`config.mk`:
```
export PLATFORM = sky130hd
export DESIGN_NAME = sfx_voice_and_mixer
export DESIGN_NICKNAME = d
export VERILOG_FILES = /design/src/rtl/sfx_pkg.sv /design/src/rtl/sfx_voice_and_mixer.sv /design/src/rtl/sfx_ctrl.sv /design/src/rtl/sfx_dp.sv
export SDC_FILE = /design/constraint.sdc
export NUM_CORES = 1
export LEC_CHECK = 0
export ABC_AREA = 1
export ABC_CLOCK_PERIOD_IN_PS = 13100
export BUFFER_PORTS_ARGS = -buffer_cell sky130_fd_sc_hd__buf_2
export CAP_MARGIN = 0
export CORE_MARGIN = 1.5
export CORE_UTILIZATION = 40
export DETAILED_ROUTE_END_ITERATION = 16
export MAX_ROUTING_LAYER = met4
export PLACE_DENSITY = 0.63
export SYNTH_ARGS = -nofsm -noshare
export SYNTH_HDL_FRONTEND = slang
export SYNTH_SLANG_ARGS = --single-unit
```
`constraint.sdc`:
```
create_clock -name clk -period 13.1 [get_ports clk]
set_input_delay 2.62 -clock clk [delete_from_list [all_inputs] [get_ports clk]]
set_output_delay 2.62 -clock clk [all_outputs]
set_load 0.01 [all_outputs]
```
`src/rtl/sfx_pkg.sv`:
```
// shared types, constants and control structs for the sound-effect voice and mixer
`default_nettype none

package sfx_pkg;

    // phase accumulator width of the blip oscillator (16 to 32)
    localparam int PHASE_BITS = 32;

    localparam int SAMPLE_W = 16;
    localparam int VOICE_W  = 12;
    localparam int LEN_W    = 16;
    localparam int STEP_W   = 32;
    localparam int NOISE_W  = 15;

    // full voice level and its width
    localparam int                 AMP_W     = 11;
    localparam logic [AMP_W-1:0]   VOICE_AMP = AMP_W'(2000);

    // fade numerator is amp * remaining; quotient stays below 2^AMP_W
    localparam int NUM_W       = AMP_W + LEN_W;
    localparam int DIV_STEPS   = AMP_W;
    localparam int DIV_CNT_W   = $clog2(DIV_STEPS);

    // register reset values
    localparam logic [STEP_W-1:0] PULSE_STEP_RESET   = STEP_W'(101920256);
    localparam logic [LEN_W-1:0]  PULSE_LENGTH_RESET = LEN_W'(3150);
    localparam logic [LEN_W-1:0]  NOISE_LENGTH_RESET = LEN_W'(2450);
    localparam logic [LEN_W-1:0]  FADE_LENGTH_RESET  = LEN_W'(4411);
    localparam logic [NOISE_W-1:0] NOISE_SEED        = NOISE_W'(1);

    // input command codes
    localparam logic CMD_TICK    = 1'b0;
    localparam logic CMD_TRIGGER = 1'b1;

    // effect kinds
    localparam logic KIND_BLIP  = 1'b0;
    localparam logic KIND_NOISE = 1'b1;

    typedef enum logic [1:0] {
        CFG_PULSE_STEP   = 2'd0,
        CFG_PULSE_LENGTH = 2'd1,
        CFG_NOISE_LENGTH = 2'd2,
        CFG_FADE_LENGTH  = 2'd3
    } cfg_index_t;

    typedef struct packed {
        logic                        command;
        logic signed [SAMPLE_W-1:0]  music_sample;
        logic                        effect_kind;
    } in_word_t;

    typedef struct packed {
        logic signed [SAMPLE_W-1:0]  mixed_sample;
        logic signed [VOICE_W-1:0]   voice_level;
        logic                        voice_active;
    } out_word_t;

    // controller to datapath
    typedef struct packed {
        logic accept_trigger;
        logic accept_tick;
        logic load_num;
        logic div_step;
        logic out_load;
    } dp_cmd_t;

    // datapath to controller
    typedef struct packed {
        logic needs_div;
        logic out_free;
    } dp_status_t;

endpackage

`default_nettype wire

```
`src/rtl/sfx_voice_and_mixer.sv`:
```
// top level of the sound-effect voice and music mixer
`default_nettype none

// sound-effect voice mixed into a music sample stream
// input channel: in_valid / in_stall carry one in_word; command selects a
//   trigger (starts a blip or noise voice, gives no output word) or a tick
//   (one music sample, gives exactly one output word)
// output channel: out_valid / out_stall carry out_word with the mixed sample,
//   the faded voice level and whether the voice still sounds
// config port: cfg_wr_en with cfg_index and cfg_data writes one register in a
//   cycle; write only while the block is idle
// sequence: a trigger is accepted while idle and the block stays idle; a tick passes
//   accept, numerator load and output load at full level or with the voice off, and
//   accept, numerator load, 11 steps of the restoring fade divider (one quotient bit
//   a step) and output load while fading; out_valid is registered from the output load
// a result waits in the output register while the next word is accepted; if
//   it is still stalled when the next result is ready, the block holds that
//   result and stalls its input
// reset: registers take their default values, the voice is off, the noise
//   register is seeded to one and no output word is valid
module sfx_voice_and_mixer (
    input  logic                  clk,
    input  logic                  rst_n,
    input  logic                  cfg_wr_en,
    input  sfx_pkg::cfg_index_t   cfg_index,
    input  logic [31:0]           cfg_data,
    input  logic                  in_valid,
    output logic                  in_stall,
    input  sfx_pkg::in_word_t     in_word,
    output logic                  out_valid,
    input  logic                  out_stall,
    output sfx_pkg::out_word_t    out_word
);
    import sfx_pkg::*;

    dp_cmd_t    cmd;
    dp_status_t status;

    // sequencing of accept, divide and output load
    sfx_ctrl u_ctrl (
        .clk        (clk),
        .rst_n      (rst_n),
        .in_valid   (in_valid),
        .in_command (in_word.command),
        .in_stall   (in_stall),
        .status     (status),
        .cmd        (cmd)
    );

    // voice state, fade divider, mixer and output register
    sfx_dp u_dp (
        .clk       (clk),
        .rst_n     (rst_n),
        .cfg_wr_en (cfg_wr_en),
        .cfg_index (cfg_index),
        .cfg_data  (cfg_data),
        .in_word   (in_word),
        .cmd       (cmd),
        .status    (status),
        .out_valid (out_valid),
        .out_stall (out_stall),
        .out_word  (out_word)
    );

endmodule

`default_nettype wire

```
`src/rtl/sfx_ctrl.sv`:
```
// controller state machine sequencing accept, fade divide and output load
`default_nettype none

module sfx_ctrl (
    input  logic                  clk,
    input  logic                  rst_n,
    input  logic                  in_valid,
    input  logic                  in_command,
    output logic                  in_stall,
    input  sfx_pkg::dp_status_t   status,
    output sfx_pkg::dp_cmd_t      cmd
);
    import sfx_pkg::*;

    typedef enum logic [1:0] {
        ST_IDLE,
        ST_LOAD,
        ST_DIVIDE,
        ST_DONE
    } state_t;

    state_t               state_reg;
    state_t               state_next;
    logic [DIV_CNT_W-1:0] cnt_reg;
    logic [DIV_CNT_W-1:0] cnt_next;

    always_comb
    begin
        state_next = state_reg;
        cnt_next   = cnt_reg;
        cmd        = '0;
        unique case (state_reg)
            ST_IDLE:
            begin
                if (in_valid)
                begin
                    if (in_command == CMD_TRIGGER)
                    begin
                        cmd.accept_trigger = 1'b1;
                    end
                    else
                    begin
                        cmd.accept_tick = 1'b1;
                        state_next      = ST_LOAD;
                    end
                end
            end
            ST_LOAD:
            begin
                cmd.load_num = 1'b1;
                cnt_next     = '0;
                state_next   = status.needs_div ? ST_DIVIDE : ST_DONE;
            end
            ST_DIVIDE:
            begin
                cmd.div_step = 1'b1;
                cnt_next     = cnt_reg + 1'b1;
                if (cnt_reg == DIV_CNT_W'(DIV_STEPS - 1))
                begin
                    state_next = ST_DONE;
                end
            end
            ST_DONE:
            begin
                if (status.out_free)
                begin
                    cmd.out_load = 1'b1;
                    state_next   = ST_IDLE;
                end
            end
        endcase
    end

    always_ff @(posedge clk or negedge rst_n)
    begin
        if (!rst_n)
        begin
            state_reg <= ST_IDLE;
            cnt_reg   <= '0;
        end
        else
        begin
            state_reg <= state_next;
            cnt_reg   <= cnt_next;
        end
    end

    assign in_stall = (state_reg != ST_IDLE);

endmodule

`default_nettype wire

```
`src/rtl/sfx_dp.sv`:
```
// datapath: registers, voice state, serial fade divider, mixer and output register
`default_nettype none

module sfx_dp (
    input  logic                   clk,
    input  logic                   rst_n,
    input  logic                   cfg_wr_en,
    input  sfx_pkg::cfg_index_t    cfg_index,
    input  logic [31:0]            cfg_data,
    input  sfx_pkg::in_word_t      in_word,
    input  sfx_pkg::dp_cmd_t       cmd,
    output sfx_pkg::dp_status_t    status,
    output logic                   out_valid,
    input  logic                   out_stall,
    output sfx_pkg::out_word_t     out_word
);
    import sfx_pkg::*;

    // configuration
    logic [STEP_W-1:0] pulse_step_reg;
    logic [LEN_W-1:0]  pulse_length_reg;
    logic [LEN_W-1:0]  noise_length_reg;
    logic [LEN_W-1:0]  fade_length_reg;

    // voice state
    logic                  active_reg;
    logic                  kind_reg;
    logic [LEN_W-1:0]      remaining_reg;
    logic [PHASE_BITS-1:0] phase_reg;
    logic [NOISE_W-1:0]    noise_reg;

    // per-tick working registers
    logic                       voice_on_reg;
    logic                       full_reg;
    logic                       positive_reg;
    logic signed [SAMPLE_W-1:0] music_reg;
    logic [LEN_W-1:0]           div_rem_reg;
    logic [AMP_W-1:0]           div_quo_reg;

    logic      out_valid_reg;
    out_word_t out_word_reg;

    // tick arithmetic
    logic                  voice_on;
    logic [LEN_W-1:0]      rem_dec;
    logic [PHASE_BITS-1:0] phase_inc;
    logic [PHASE_BITS-1:0] phase_next;
    logic [NOISE_W-1:0]    noise_src;
    logic [NOISE_W-1:0]    noise_next;
    logic [NUM_W-1:0]      product;
    logic [LEN_W:0]        trial;
    logic                  trial_ge;

    logic [AMP_W-1:0]           mag;
    logic signed [VOICE_W-1:0]  voice;
    logic signed [SAMPLE_W+1:0] sum;
    logic signed [SAMPLE_W+1:0] quarter;
    logic signed [SAMPLE_W-1:0] mixed;

    assign voice_on   = active_reg && (remaining_reg != '0);
    assign rem_dec    = remaining_reg - 1'b1;
    assign phase_inc  = pulse_step_reg[STEP_W-1 -: PHASE_BITS];
    assign phase_next = phase_reg + phase_inc;
    assign noise_src  = (noise_reg == '0) ? NOISE_SEED : noise_reg;
    assign noise_next = {noise_src[0] ^ noise_src[1], noise_src[NOISE_W-1:1]};

    assign product  = NUM_W'(VOICE_AMP) * NUM_W'(remaining_reg);
    assign trial    = {div_rem_reg, div_quo_reg[AMP_W-1]};
    assign trial_ge = (trial >= {1'b0, fade_length_reg});

    // fade magnitude and sign
    always_comb
    begin
        if (!voice_on_reg)
        begin
            mag = '0;
        end
        else if (full_reg)
        begin
            mag = VOICE_AMP;
        end
        else
        begin
            mag = div_quo_reg;
        end
        voice = positive_reg ? signed'({1'b0, mag}) : -signed'({1'b0, mag});
    end

    // mix: quarter with truncation toward zero, then clamp
    always_comb
    begin
        sum     = (SAMPLE_W+2)'(music_reg) + (SAMPLE_W+2)'(voice);
        quarter = (sum + ((sum < 0) ? (SAMPLE_W+2)'(3) : (SAMPLE_W+2)'(0))) >>> 2;
        if (quarter > (SAMPLE_W+2)'(32767))
        begin
            mixed = 16'sh7fff;
        end
        else if (quarter < -(SAMPLE_W+2)'(32768))
        begin
            mixed = 16'sh8000;
        end
        else
        begin
            mixed = quarter[SAMPLE_W-1:0];
        end
    end

    assign status.needs_div = voice_on_reg && !full_reg;
    assign status.out_free  = !out_valid_reg || !out_stall;

    // configuration and voice state
    always_ff @(posedge clk or negedge rst_n)
    begin
        if (!rst_n)
        begin
            pulse_step_reg   <= PULSE_STEP_RESET;
            pulse_length_reg <= PULSE_LENGTH_RESET;
            noise_length_reg <= NOISE_LENGTH_RESET;
            fade_length_reg  <= FADE_LENGTH_RESET;
            active_reg       <= 1'b0;
            kind_reg         <= KIND_BLIP;
            remaining_reg    <= '0;
            phase_reg        <= '0;
            noise_reg        <= NOISE_SEED;
        end
        else
        begin
            if (cfg_wr_en)
            begin
                unique case (cfg_index)
                    CFG_PULSE_STEP:   pulse_step_reg   <= cfg_data[STEP_W-1:0];
                    CFG_PULSE_LENGTH: pulse_length_reg <= cfg_data[LEN_W-1:0];
                    CFG_NOISE_LENGTH: noise_length_reg <= cfg_data[LEN_W-1:0];
                    CFG_FADE_LENGTH:  fade_length_reg  <= cfg_data[LEN_W-1:0];
                endcase
            end
            if (cmd.accept_trigger)
            begin
                active_reg    <= 1'b1;
                kind_reg      <= in_word.effect_kind;
                phase_reg     <= '0;
                noise_reg     <= NOISE_SEED;
                remaining_reg <= (in_word.effect_kind == KIND_NOISE) ?
                                 noise_length_reg : pulse_length_reg;
            end
            else if (cmd.accept_tick)
            begin
                if (voice_on)
                begin
                    remaining_reg <= rem_dec;
                    active_reg    <= (rem_dec != '0);
                    if (kind_reg == KIND_NOISE)
                    begin
                        noise_reg <= noise_next;
                    end
                    else
                    begin
                        phase_reg <= phase_next;
                    end
                end
                else
                begin
                    active_reg <= 1'b0;
                end
            end
        end
    end

    // per-tick working registers, divider and output word, no reset needed
    always_ff @(posedge clk)
    begin
        if (cmd.accept_tick)
        begin
            music_reg    <= in_word.music_sample;
            voice_on_reg <= voice_on;
            full_reg     <= (rem_dec >= fade_length_reg);
            positive_reg <= (kind_reg == KIND_NOISE) ? noise_next[0]
                                                     : !phase_next[PHASE_BITS-1];
        end
        if (cmd.load_num)
        begin
            // upper part is already below the divisor since quotient < 2^AMP_W
            div_rem_reg <= product[NUM_W-1:AMP_W];
            div_quo_reg <= product[AMP_W-1:0];
        end
        else if (cmd.div_step)
        begin
            div_rem_reg <= trial_ge ? LEN_W'(trial - {1'b0, fade_length_reg})
                                    : trial[LEN_W-1:0];
            div_quo_reg <= {div_quo_reg[AMP_W-2:0], trial_ge};
        end
        if (cmd.out_load)
        begin
            out_word_reg.mixed_sample <= mixed;
            out_word_reg.voice_level  <= voice;
            out_word_reg.voice_active <= active_reg;
        end
    end

    always_ff @(posedge clk or negedge rst_n)
    begin
        if (!rst_n)
        begin
            out_valid_reg <= 1'b0;
        end
        else if (cmd.out_load)
        begin
            out_valid_reg <= 1'b1;
        end
        else if (!out_stall)
        begin
            out_valid_reg <= 1'b0;
        end
    end

    assign out_valid = out_valid_reg;
    assign out_word  = out_word_reg;

endmodule

`default_nettype wire

```
Yosys cells after proc, flatten, opt, wreduce, memory -nomap -nowiden --
Index checks and enable logic that the tools add are counted.
Operators by class: add/sub/neg operators 7, multiply operators 1, divide/modulo/power cells 0, order comparisons 5, eq/ne operators 13, shifts and indexed selects 0, multiplexer cells 44, bitwise logic cells 1, reductions and logical operators 26
Operator list (count):
- $mux 16 | 8
- $mux 32 | 4
- $mux 15 | 5
- $mux 11 | 4
- $add 32x32->32 | 1
- $reduce_bool 16->1 | 2
- $mul 7x16->23 const A | 1
- $add 17x3->18 | 1
- $add 16x12->17 | 1
- $ge 17x16->1 | 1
- $lt 17x1->1 const B | 1
- $ge 16x16->1 | 1
- $gt 16x16->1 const B | 1
- $lt 16x16->1 const B | 1
- $sub 16x1->16 const B | 1
- $sub 16x16->16 | 1
- $logic_not 15->1 | 1
- $mux 2 | 7
- $mux 1 | 13
- $mux 12 | 1
- $neg 11->12 | 1
- $reduce_bool 2->1 | 6
- $reduce_and 2->1 | 5
- $eq 2x2->1 const B | 4
- 14 further kinds | 25
Word-level totals: register bits 227, bits in latches 0, bits in writable memories 0, memory bits (read-only) 0, bits of input ports 57, output and inout bits 31, word-level logic and storage cells 119, memories 0

Depth between registers and ports, before layout --
depth in word-level cells 10, depth in mapped cells 28, depth with buffers taken out 28

Cells and area by module --
A second synthesis with hierarchy kept.
Unflattened totals: cell total of the unflattened synthesis 2034, area, all modules 16673.5 um^2
Modules (own cells, without submodules):
- sfx_dp | times used 1, cells an instance 1975, area each 16231.8 um^2, seq. area each 5900.7 um^2
- sfx_ctrl | times used 1, cells an instance 59, area each 441.7 um^2, seq. area each 150.1 um^2

Worst setup path before layout --
No wires, ideal clock.
path kind input port to flip-flop, from input out_stall, to register u_dp.out_word_reg (netlist bit u_dp.out_word[0]), enable pin, library setup time 0.425 ns, arrival time 4.082 ns, data required time 12.675 ns, setup slack 8.593 ns, cell stages on the path 1, path buffers 0, cell sequence a21oi_1
On the way: longest elaborated chain between the ends 4
Ends and longest elaborated chain:
- from (decl) | RTL line sfx_voice_and_mixer.sv:31 | input logic out_stall,
- $logic_not 1->1 | RTL line sfx_dp.sv:109 | assign status.out_free = !out_valid_reg || !out_stall;
- $logic_or 1x1->1 | RTL line sfx_dp.sv:109
- $mux 1 | RTL line sfx_ctrl.sv:65 | if (status.out_free)
- $mux 1 | RTL line sfx_ctrl.sv:32 | unique case (state_reg)
- to (decl) | RTL line sfx_dp.sv:41 | out_word_t out_word_reg;
No other way between the ends. A chain may end at the register's enable or synchronous reset.

Final worst setup path --
from input in_word[17] in the netlist's numbering, to register u_dp.phase_reg[0]
On the way: longest elaborated chain between the ends 5, elaborated cells on any way between the ends 9, classes of those cells eq/ne (1); mux (5); reduce/logical (3)
Ends and longest elaborated chain:
- from (decl) | RTL line sfx_voice_and_mixer.sv:29 | input sfx_pkg::in_word_t in_word,
- $mux 1 | RTL line sfx_ctrl.sv:37 | if (in_command == CMD_TRIGGER)
- $mux 2 * | RTL line sfx_ctrl.sv:35 | if (in_valid)
- $mux 2 * | RTL line sfx_ctrl.sv:32
- $ne 2x2->1 (no source line) or $reduce_bool 2->1 (tied branches)
- $reduce_and 3->1 (no source line)
- to (signal assigned) | RTL line sfx_dp.sv:158 | phase_reg <= phase_next;
- to (decl) | RTL line sfx_dp.sv:29 | logic [PHASE_BITS-1:0] phase_reg;
Mark *: on every way between the ends. The rest lies on a longest branch, timed or not.

==> results.yml <==
timing:
  fin_crit_sh_pct: 39.9
  hold_violations: 0
  fin_crit_ns: 5.23
  rsz0062_at_grt: "false"
  finalSetupTns_ns: 0
  setup_violations: 0
  max_freq_mhz: 191
  tightest_slew_ns: 1.20
  relSlewSlack_pct: 19.9
  skew_ns: 0.0264
  timing.final.max_slew_violations: 0
placed_design:
  io_buffers: 87
  dp_hpwl_um: 32900
  gp_congestion: 0.949
synthesis:
  synth_compound_area_share_pct: 12.9
  synth-adder-area-share_pct: 18.6
  yosys.area_share.simple_pct: 21.6
  syn-mean-instance-area_um2: 8.17
  ys_top_cells_by_count: "nand2_1 (526), inv_1 (258), o21ai_0 (171)"
  synth-seq-cells: 227
  synthFlopType: "dfrtp_1"
  ys_warn_count: 0
  syn_inst: 2061
  ys_types: 60
  synth_edf_count: 71
  async_reset_ff_share_pct: 67.0
  synth_fp_nets: 2334
  yosysMostFrequentCell: "nand2_1"
  synth_top_area_share_pct: 18.4
  synth.area.top_cells: "dfrtp_1 (18%), edfxtp_1 (13%), ha_1 (12%), nand2_1 (12%), fa_1 (6.8%)"
  synth-xor-area-share_pct: 2.90
  seq_area_frac_synth_pct: 35.9
  synth_area_mm2: 0.0168
  synth_top_family_by_area: "simple AND/OR/NAND/NOR gates"
  yosysTopAreaCell: "dfrtp_1"
  muxShareOfSynthArea_pct: 1.07
setup_path:
  worstSetupPathType: "primary input to flip-flop"
  endpoint_kind: "flip-flop"
  crit_required_ns: 13.55
  startpoint: "in_word[17]"
  path_max_fanout: 31
  r2r-start: "u_dp.remaining_reg[4]"
  cp.arrival_ns: 5.67
  start_kind: "primary input"
final_layout:
  fill_cells: 4054
  syn_to_final_growth_pct: 11.2
  multi_input_area_mm2: 0.00963
  final_nets: 2415
  ff_latch_area_mm2: 0.00605
  n_antenna_cell: 0
  drive_gt1_share_pct: 10.7
job:
  maxCapViolCount: 0
clocking:
  root_buffer: "clkbuf_16"
  clock-sinks: 227
  cts_setup_buffers: 0
  clockBufferDepth: 3
  htreeDepth: 1
  cts_hold_buf: 0
  clk_pin_slew_ns: 0.06
  clkLatencyLatePin_ns: 0.57
  cts_tree: "yes"
  ctsResizeCount: 0
  cts_made_buffers: 26
run_status:
  status: "completed"
route:
  postRouteWirelength_um: 41800
  drtPass1Iterations: 5
  vias_per_cell: 5.14
  drc: 0
  drt-wirelength-per-cell_um: 15.5
  drt_iter0_drc: 847
  vias: 13845
  ant_nets: 0
global_routing:
  gr-total-overflow: 0
  antenna_found_initial: 0
  grt_max_degree: 78
  first_global_vias: 13856
  grt.total_usage_pct: 20.2
  grt_pass1_wl_um: 69400
floorplan:
  core_mm2: 0.0412
  dieWidth_um: 208
  chipHeight_um: 208
  num_rows: 74
  num_io_pins: 88
  die_area_mm2: 0.0434
  start_util_pct: 40.9
worst_hold_path:
  min-delay-start: "u_dp.noise_length_reg[12]"
  hp-class: "flip-flop to flip-flop"
-- cell type report --
class                           instances  share of cell area (%)
Tap cell                              532                    3.55
Clock buffer                           36                    4.17
Sequential cell                       227                    32.3
Timing Repair Buffer                   91                    2.52
Clock inverter                         12                   0.735
Multi-Input combinational cell       1531                    51.4
Inverter                              265                    5.32
-- worst paths after layout --
| kind | to | slack, ns | cells after the start |
|---|---|---|---|
| worst min-delay path | u_dp.noise_length_reg[12] | 0.48 | 2 |
| worst min register to register | u_dp.noise_length_reg[12] | 0.48 | 2 |
| min in group asynchronous | u_dp.phase_reg[22] | 2.09 | 1 |
| worst max register to register | u_dp.div_rem_reg[12] | 8.32 | 17 |
| max in group asynchronous | u_dp.remaining_reg[8] | 9.60 | 2 |
| worst max-delay path | u_dp.phase_reg[0] | 7.87 | 7 |
-- cell families (layout without fill, tap and decap cells) --
family	Yosys count	after routing
buffers and inverters	303	404
DFF	227	227
adders and majority gates	216	216
muxes	16	16
and+or+nand+nor	854	854
xor gates and xnor gates	55	55
AOI/OAI and AO/OA	390	390
-- metrics by stage --
stage | setup slack [ns] | instance area [um2] | instances | hold slack [ns] | util (%)
after floorplan | 8.59 | 16800 | 2061 | 0.446 | -
after global routing | 7.62 | 18700 | 2694 | 0.497 | 45.5
after global placement | 7.32 | 17800 | 2646 | 0.463 | 43.2
after detailed placement | 7.20 | 17800 | 2646 | 0.468 | 43.2
after CTS | 7.82 | 18700 | 2694 | 0.483 | 45.5
final | 7.87 | 18700 | 2694 | 0.483 | 45.5
-- worst max-delay path, stage by stage --
cell and delay (ns):
buf_2 0.12, inv_1 0.05, nor3_2 0.93, nor2_1 0.20
inv_1 0.41, nand2_1 0.81, a22o_1 0.50
-- layer usage --
metal / global-route usage [%] / share of wire (%) / vias to the layer above
met1: 27.3 / 49 / 6529
li1: - / - / 6994
met5: - / 0 / -
met4: 5.46 / 2.6 / 0
met3: 2.37 / 3.6 / 66
met2: 32.0 / 45 / 256
-- cells in the final DEF, fill, tap and decap left out, drive strengths merged, types with 2 or more instances in the layout --
cell type | Yosys | layout
xnor2 | 19 | 19
o21a | 8 | 8
a211oi | 3 | 3
o211ai | 22 | 22
bufinv | 0 | 2
fa | 57 | 57
nor2 | 136 | 136
xor2 | 36 | 36
edfxtp | 71 | 71
o21bai | 4 | 4
a21oi | 127 | 127
dfrtp | 124 | 124
mux2 | 16 | 16
buf | 11 | 91
o221ai | 14 | 14
or2 | 11 | 11
nor3 | 28 | 28
nand4 | 20 | 20
dfstp | 28 | 28
nand2 | 539 | 539
and2 | 4 | 4
inv | 265 | 267
clkinv | 0 | 8
nand3b | 11 | 11
a21boi | 3 | 3
o21ai | 184 | 184
clkbuf | 27 | 36
nor4 | 9 | 9
dfxtp | 4 | 4
o22ai | 7 | 7
a21o | 9 | 9
ha | 159 | 159
nand3 | 96 | 96
Power is left out: the tool's default activity adds up to more than one toggle a clock period on the data nets, which glitch-free logic cannot reach.
